File: config.mk
export PLATFORM = sky130hd
export DESIGN_NAME = indexed_min_priority_queue_core
export DESIGN_NICKNAME = d
export VERILOG_FILES = /design/src/hdl/imp_pkg.sv /design/src/hdl/indexed_min_priority_queue_core.sv
export SDC_FILE = /design/constraint.sdc
export NUM_CORES = 2
export LEC_CHECK = 0
export BUFFER_PORTS_ARGS = -buffer_cell sky130_fd_sc_hd__buf_2
export CAP_MARGIN = 40
export CORE_ASPECT_RATIO = 1.1
export CORE_MARGIN = 10
export CORE_UTILIZATION = 30
export CTS_CLUSTER_DIAMETER = 150
export DETAILED_ROUTE_END_ITERATION = 10
export PLACE_DENSITY = 0.45
export SLEW_MARGIN = 40
export SYNTH_ARGS = -nofsm -noshare
export SYNTH_HDL_FRONTEND = slang
export SYNTH_SLANG_ARGS = --single-unit
File: constraint.sdc
create_clock -name clk -period 4.4 [get_ports clk]
set_clock_uncertainty 0.1 [all_clocks]
set_input_delay 0.88 -clock clk [delete_from_list [all_inputs] [get_ports clk]]
set_output_delay 0.88 -clock clk [all_outputs]
set_load 0.05 [all_outputs]
File: src/hdl/imp_pkg.sv
// shared constants and types for the indexed minimum priority queue
package imp_pkg;

    // number of vertex slots
    localparam int VERTICES = 64;

    // slot index and scan counter widths
    localparam int IDX_W = (VERTICES > 1) ? $clog2(VERTICES) : 1;
    localparam int CNT_W = $clog2(VERTICES + 1);

    // field widths
    localparam int VTX_W = 6;
    localparam int KEY_W = 32;

    // width that holds both a vertex field and the slot count for range checks
    localparam int CMP_W = ((IDX_W > VTX_W) ? IDX_W : VTX_W) + 1;

    // stream payload widths, rounded up to whole bytes
    localparam int IN_DATA_W  = ((VTX_W + KEY_W + 7) / 8) * 8;
    localparam int OUT_DATA_W = ((VTX_W + KEY_W + 1 + 7) / 8) * 8;

    // action codes
    typedef enum logic {
        ACT_SET     = 1'b0,
        ACT_EXTRACT = 1'b1
    } action_t;

endpackage

File: src/hdl/indexed_min_priority_queue_core.sv
// indexed minimum priority queue: key memory, valid bits and extract scan
//
// Holds one 32-bit unsigned key per vertex slot in a single-port-read key memory,
// with a valid bit per slot in flip-flops cleared at reset. A set transaction
// (tuser = 0) writes the key of a vertex and marks it valid; a vertex at or above
// the slot count is ignored. An extract transaction (tuser = 1) scans the key
// memory one slot per cycle, keeps the smallest valid key (lowest vertex on a
// tie), clears that slot and reports it with found = 1; an empty table reports
// found = 0. Every result carries now_empty. A set passes from the idle state to
// the done state; an extract passes through the scan, finish and done states, and
// the key memory read is registered. In the done state the result waits until the
// output register is free, and no new input is taken before it is handed on.
// Inputs are taken one at a time; a result waiting in the output register does
// not block acceptance of the next input.
module indexed_min_priority_queue_core
(
    input  logic                              clk,
    input  logic                              rst_n,
    input  logic                              s_axis_tvalid,
    output logic                              s_axis_tready,
    // [5:0] vertex, [37:6] key, zero padded
    input  logic [imp_pkg::IN_DATA_W-1:0]     s_axis_tdata,
    // [0] action
    input  logic                              s_axis_tuser,
    output logic                              m_axis_tvalid,
    input  logic                              m_axis_tready,
    // [5:0] out_vertex, [37:6] out_key, [38] now_empty, zero padded
    output logic [imp_pkg::OUT_DATA_W-1:0]    m_axis_tdata,
    // [0] found
    output logic                              m_axis_tuser
);
    import imp_pkg::*;

    typedef enum logic [1:0] {
        ST_IDLE,
        ST_SCAN,
        ST_FINISH,
        ST_DONE
    } state_t;

    // control and payload registers
    state_t                state_reg,     state_next;
    logic [VERTICES-1:0]   valid_reg,     valid_next;
    logic [CNT_W-1:0]      scan_cnt_reg,  scan_cnt_next;
    logic                  pipe_live_reg, pipe_live_next;
    logic                  pipe_vld_reg,  pipe_vld_next;
    logic [IDX_W-1:0]      pipe_idx_reg,  pipe_idx_next;
    logic                  have_reg,      have_next;
    logic [IDX_W-1:0]      best_idx_reg,  best_idx_next;
    logic [KEY_W-1:0]      best_key_reg,  best_key_next;
    logic                  res_found_reg, res_found_next;
    logic [VTX_W-1:0]      res_vtx_reg,   res_vtx_next;
    logic [KEY_W-1:0]      res_key_reg,   res_key_next;
    logic                  res_empty_reg, res_empty_next;
    logic                  m_valid_reg,   m_valid_next;
    logic [OUT_DATA_W-1:0] m_data_reg,    m_data_next;
    logic                  m_user_reg,    m_user_next;

    // key memory
    logic [KEY_W-1:0]      key_mem [VERTICES];
    logic [KEY_W-1:0]      rd_data_reg;
    logic [IDX_W-1:0]      rd_addr;
    logic                  wr_en;
    logic [IDX_W-1:0]      wr_addr;

    // input fields
    logic                  in_accept;
    logic [VTX_W-1:0]      in_vertex;
    logic [KEY_W-1:0]      in_key;
    logic                  vertex_ok;
    logic                  out_free;

    assign in_vertex = s_axis_tdata[VTX_W-1:0];
    assign in_key    = s_axis_tdata[VTX_W+KEY_W-1:VTX_W];
    assign vertex_ok = (CMP_W'(in_vertex) < CMP_W'(VERTICES));
    assign wr_addr   = IDX_W'(in_vertex);

    assign s_axis_tready = (state_reg == ST_IDLE);
    assign in_accept     = s_axis_tvalid && s_axis_tready;
    assign out_free      = !m_valid_reg || m_axis_tready;

    assign wr_en   = in_accept && (s_axis_tuser == ACT_SET) && vertex_ok;
    assign rd_addr = scan_cnt_reg[IDX_W-1:0];

    assign m_axis_tvalid = m_valid_reg;
    assign m_axis_tdata  = m_data_reg;
    assign m_axis_tuser  = m_user_reg;

    // key memory: one write and one registered read per cycle
    always_ff @(posedge clk)
    begin
        if (wr_en)
        begin
            key_mem[wr_addr] <= in_key;
        end
        rd_data_reg <= key_mem[rd_addr];
    end

    // next state logic
    always_comb
    begin
        state_next     = state_reg;
        valid_next     = valid_reg;
        scan_cnt_next  = scan_cnt_reg;
        pipe_live_next = 1'b0;
        pipe_vld_next  = pipe_vld_reg;
        pipe_idx_next  = pipe_idx_reg;
        have_next      = have_reg;
        best_idx_next  = best_idx_reg;
        best_key_next  = best_key_reg;
        res_found_next = res_found_reg;
        res_vtx_next   = res_vtx_reg;
        res_key_next   = res_key_reg;
        res_empty_next = res_empty_reg;
        m_valid_next   = m_valid_reg;
        m_data_next    = m_data_reg;
        m_user_next    = m_user_reg;

        // output register drains
        if (m_valid_reg && m_axis_tready)
        begin
            m_valid_next = 1'b0;
        end

        case (state_reg)
            ST_IDLE:
            begin
                if (in_accept)
                begin
                    if (s_axis_tuser == ACT_SET)
                    begin
                        if (vertex_ok)
                        begin
                            valid_next[wr_addr] = 1'b1;
                        end
                        res_found_next = 1'b0;
                        res_vtx_next   = '0;
                        res_key_next   = '0;
                        res_empty_next = ~|valid_next;
                        state_next     = ST_DONE;
                    end
                    else
                    begin
                        scan_cnt_next = '0;
                        have_next     = 1'b0;
                        best_idx_next = '0;
                        best_key_next = '0;
                        state_next    = ST_SCAN;
                    end
                end
            end

            ST_SCAN:
            begin
                // issue one read per cycle
                if (scan_cnt_reg < CNT_W'(VERTICES))
                begin
                    pipe_live_next = 1'b1;
                    pipe_idx_next  = rd_addr;
                    pipe_vld_next  = valid_reg[rd_addr];
                    scan_cnt_next  = scan_cnt_reg + CNT_W'(1);
                end
                // compare the slot whose key just came back
                if (pipe_live_reg && pipe_vld_reg && (!have_reg || rd_data_reg < best_key_reg))
                begin
                    have_next     = 1'b1;
                    best_idx_next = pipe_idx_reg;
                    best_key_next = rd_data_reg;
                end
                if ((scan_cnt_reg == CNT_W'(VERTICES)) && !pipe_live_reg)
                begin
                    state_next = ST_FINISH;
                end
            end

            ST_FINISH:
            begin
                // retire the winning slot
                if (have_reg)
                begin
                    valid_next[best_idx_reg] = 1'b0;
                end
                res_found_next = have_reg;
                res_vtx_next   = have_reg ? VTX_W'(best_idx_reg) : '0;
                res_key_next   = have_reg ? best_key_reg : '0;
                res_empty_next = ~|valid_next;
                state_next     = ST_DONE;
            end

            ST_DONE:
            begin
                // hand the result to the output register once it is free
                if (out_free)
                begin
                    m_valid_next = 1'b1;
                    m_user_next  = res_found_reg;
                    m_data_next  = OUT_DATA_W'({res_empty_reg, res_key_reg, res_vtx_reg});
                    state_next   = ST_IDLE;
                end
            end

            default:
            begin
                state_next = ST_IDLE;
            end
        endcase
    end

    // state and registered outputs
    always_ff @(posedge clk or negedge rst_n)
    begin
        if (!rst_n)
        begin
            state_reg     <= ST_IDLE;
            valid_reg     <= '0;
            scan_cnt_reg  <= '0;
            pipe_live_reg <= 1'b0;
            pipe_vld_reg  <= 1'b0;
            pipe_idx_reg  <= '0;
            have_reg      <= 1'b0;
            best_idx_reg  <= '0;
            best_key_reg  <= '0;
            res_found_reg <= 1'b0;
            res_vtx_reg   <= '0;
            res_key_reg   <= '0;
            res_empty_reg <= 1'b1;
            m_valid_reg   <= 1'b0;
            m_data_reg    <= '0;
            m_user_reg    <= 1'b0;
        end
        else
        begin
            state_reg     <= state_next;
            valid_reg     <= valid_next;
            scan_cnt_reg  <= scan_cnt_next;
            pipe_live_reg <= pipe_live_next;
            pipe_vld_reg  <= pipe_vld_next;
            pipe_idx_reg  <= pipe_idx_next;
            have_reg      <= have_next;
            best_idx_reg  <= best_idx_next;
            best_key_reg  <= best_key_next;
            res_found_reg <= res_found_next;
            res_vtx_reg   <= res_vtx_next;
            res_key_reg   <= res_key_next;
            res_empty_reg <= res_empty_next;
            m_valid_reg   <= m_valid_next;
            m_data_reg    <= m_data_next;
            m_user_reg    <= m_user_next;
        end
    end

endmodule

==> results.md <==
* PnR worst setup slack at 0.9702 ns
* Syn-to-layout area delta at 16.22%
* CP bufs+invs at 2
* Vias in the first global route at 43780
* Total gr overflow at 0
* Final critical-path share of the clock period at 0.7795
* Minimum clock period at 3.430 ns
* Via count at 41940
* Critical path fanouts, max at 36
* Core Region at 292500 µm²
* TritonCTS clock tree: built
* Hold Violations, Final at 0
* Crit Path Category: flop to flop
* CP startpoint kind: flop
* Fill cells at 27110
* Yosys top cell area share at 0.6962
* Commonest non-fill, non-tap cells in the layout: edfxtp_1 (2048), mux4_2 (693), clkbuf_16 (234)
* Vias/cell at 5.057
* Final Max Slew Viols at 0
* Share of layout cells above drive strength 1 at 0.3155
* Pre-CTS setup slack at 0.7378 ns
* Critical path's slowest cell: dfrtp_4
* FFs w/ async S/R, synth at 0.08812
* Post-CTS sizing at 0
* Final instance area at 102700 µm²
* Crit-path leading delay family: multiplexers
* CP Data Required Time at 5.07 ns
* Outcome: finished, final reports clean
* Min-delay src: m_axis_tready
* Seq cells post-synth at 2281
* Synthesized instance count at 3966
* Wire per inst at 29.61 µm
* Largest net degree at the start of global routing at 93
* Die Span X at 537.4 µm
* MaxCap Viol Count at 0
* Post-DP HPWL at 139800 µm
* Ys Warns at 0
* Final GP Congestion at 0.8029
* Chip height at 589.1 µm
* Synth Flop Type: edfxtp_1
* Post-DRT Antenna Nets at 0
* Initial antenna violation count at 33
* Detailed Route Iter0 Violations at 3734
* Fin nets at 4306
* Peak supply drop at 333.2 µV
* Cell mode on critical path: mux4_2
* Mapped Area at 88330 µm²
* Worst slew margin at 0.3979
* Skew-Pair Late Insertion Delay at 0.90 ns
* Crit path DAT at 4.10 ns
* Mapped Nets at 4048
* CTS H-tree lvls at 4
* Die Area at 316600 µm²
* Worst-path clk slew at 0.06 ns
* Netlist cell types at 53
* Max reg flops at 2048
* Pleak at 0.03158 µW
* P per Cell Area at 526.3 nW/µm²
* Fmax at 0.2916 GHz
* Top Ports at 88
* CTS Buf Count at 232
* Setup TNS at 0 ns
* Initial Utilization at 0.3020
* Rows at 208
* Overall routing resource usage at 0.1525
* Number of flops mapped to enable cells by yosys at 2048
* Worst-path cell chain: buf_12 -> buf_12 -> mux4_2 -> mux4_2 -> mux4_2 -> nand2_1 -> nand2_1
* Most common cell after layout, fill and taps aside: edfxtp_1
* Crit. End Element: flop
* Overall Power at 54030 µW
* Worst slew pin tran at 0.9031 ns
* Critical path's largest stage delay at 0.79 ns
* First-pass detailed-route iteration total at 7
* Sequential share of the synthesized area at 0.7604
* Placed Area at 95540 µm²
* Root buffer cell: clkbuf_16
* Avg Cell Area, Syn at 22.27 µm²
* Reg2reg start: scan_cnt_reg[0]$_DFFE_PN0P_
* CTS max path bufs at 4
* Drt drc at 0
* Detailed Route WL at 245600 µm
* Unrepaired setup endpoints after global routing: false
* HP Class: input pin to flop
* Buffers on Ports at 84
* Crit. Startpoint: scan_cnt_reg[0]$_DFFE_PN0P_
* First-pass GRT wire length at 345700 µm
* Endpoints failing setup at 0
* Area contributors post-synth: edfxtp_1 (70%), mux4_2 (18%), dfrtp_1 (5.7%)
* Sink Count at 2281
* Leading area contributor after synthesis: edfxtp_1
## cell type report
type / count / area, µm² / share of cell area
Antenna cell: 6 / 15.01 / 0.0001462
Clock buffer: 301 / 6267 / 0.06105
Clock inverter: 112 / 802.0 / 0.007812
Inverter: 81 / 304.0 / 0.002962
Multi-Input combinational cell: 1375 / 20410 / 0.1988
Sequential cell: 2281 / 67190 / 0.6545
Tap cell: 3885 / 4861 / 0.04735
Timing Repair Buffer: 253 / 2815 / 0.02742
## metrics by stage
stage               instances  hold slack, ns    util
floorplan                3966          0.3458       -
global placement         7871          0.3615  0.3263
detailed placement       7872          0.3725  0.3266
CTS                      8286          0.1959  0.3508
global route             8289          0.2637  0.3509
finish                   8294          0.2750  0.3510
## cells in the mapped netlist (5+ instances only)
cell type and instances:
or3b_2 5, buf_2 52, or3_1 9, buf_6 6, dfxtp_1 32, edfxtp_1 2048, buf_1 17, a21oi_1 49
nor3_1 15, nand2b_1 8, nand2_1 87, dfrtp_1 200, ha_1 37, mux4_2 693, nand3_1 15, clkbuf_1 152
nand3b_1 7, o21ai_0 165, mux2_2 45, o32ai_1 38, nor2_1 90, nand4_1 19, inv_1 81, a22o_1 40
## kinds of logic after synthesis
group / Yosys count / share of synthesized area
buf+inv: 310 / 0.01450
simple gates: 284 / 0.01537
compound gates: 315 / 0.02200
other cells: 1 / 0.00004245
fa+ha+maj: 37 / 0.005241
mux: 738 / 0.1824
flops: 2281 / 0.7604
## path summary, 6_finish.rpt
path                                               end  slack (ns)  cells past startpoint
setup / recovery              pipe_vld_reg$_DFFE_PN0P_        0.97                      7
hold reg to reg              res_found_reg$_DFFE_PN0P_        0.38                      1
hold / removal                 m_axis_tvalid$_DFF_PN0_        0.28                      3
max in group asynchronous    res_empty_reg$_DFFE_PN1P_        2.65                      3
min in group asynchronous  best_key_reg[0]$_DFFE_PN0P_        0.51                      2
setup reg to reg              pipe_vld_reg$_DFFE_PN0P_        0.97                      7
## power by group
group / total (µW) / internal [µW] / switching [µW]
logic: 10600 / 4890 / 5660
clock network: 18700 / 10400 / 8280
registers: 24800 / 24100 / 648
## worst register-to-register path: stages (launching register included)
cell,delay [ns]
dfrtp_4,0.79
buf_12,0.26
buf_12,0.32
mux4_2,0.62
mux4_2,0.53
mux4_2,0.54
nand2_1,0.09
nand2_1,0.06
## timing repair
| action | CTS | global route |
|---|---|---|
| hold buffers | 1 | 0 |
| buffers inserted | 0 | 0 |
| endpoints found under the hold margin | 90 | 0 |
## layer usage
| metal | track usage | up-vias | share of wire |
|---|---|---|---|
| met5 | 0 | - | 0.000049 |
| met4 | 0.04255 | 2 | 0.028 |
| met3 | 0.02674 | 361 | 0.057 |
| met2 | 0.2568 | 1171 | 0.50 |
| met1 | 0.2032 | 23140 | 0.42 |
| li1 | - | 17260 | - |
Note: power is estimated with default switching activity, not from simulation.
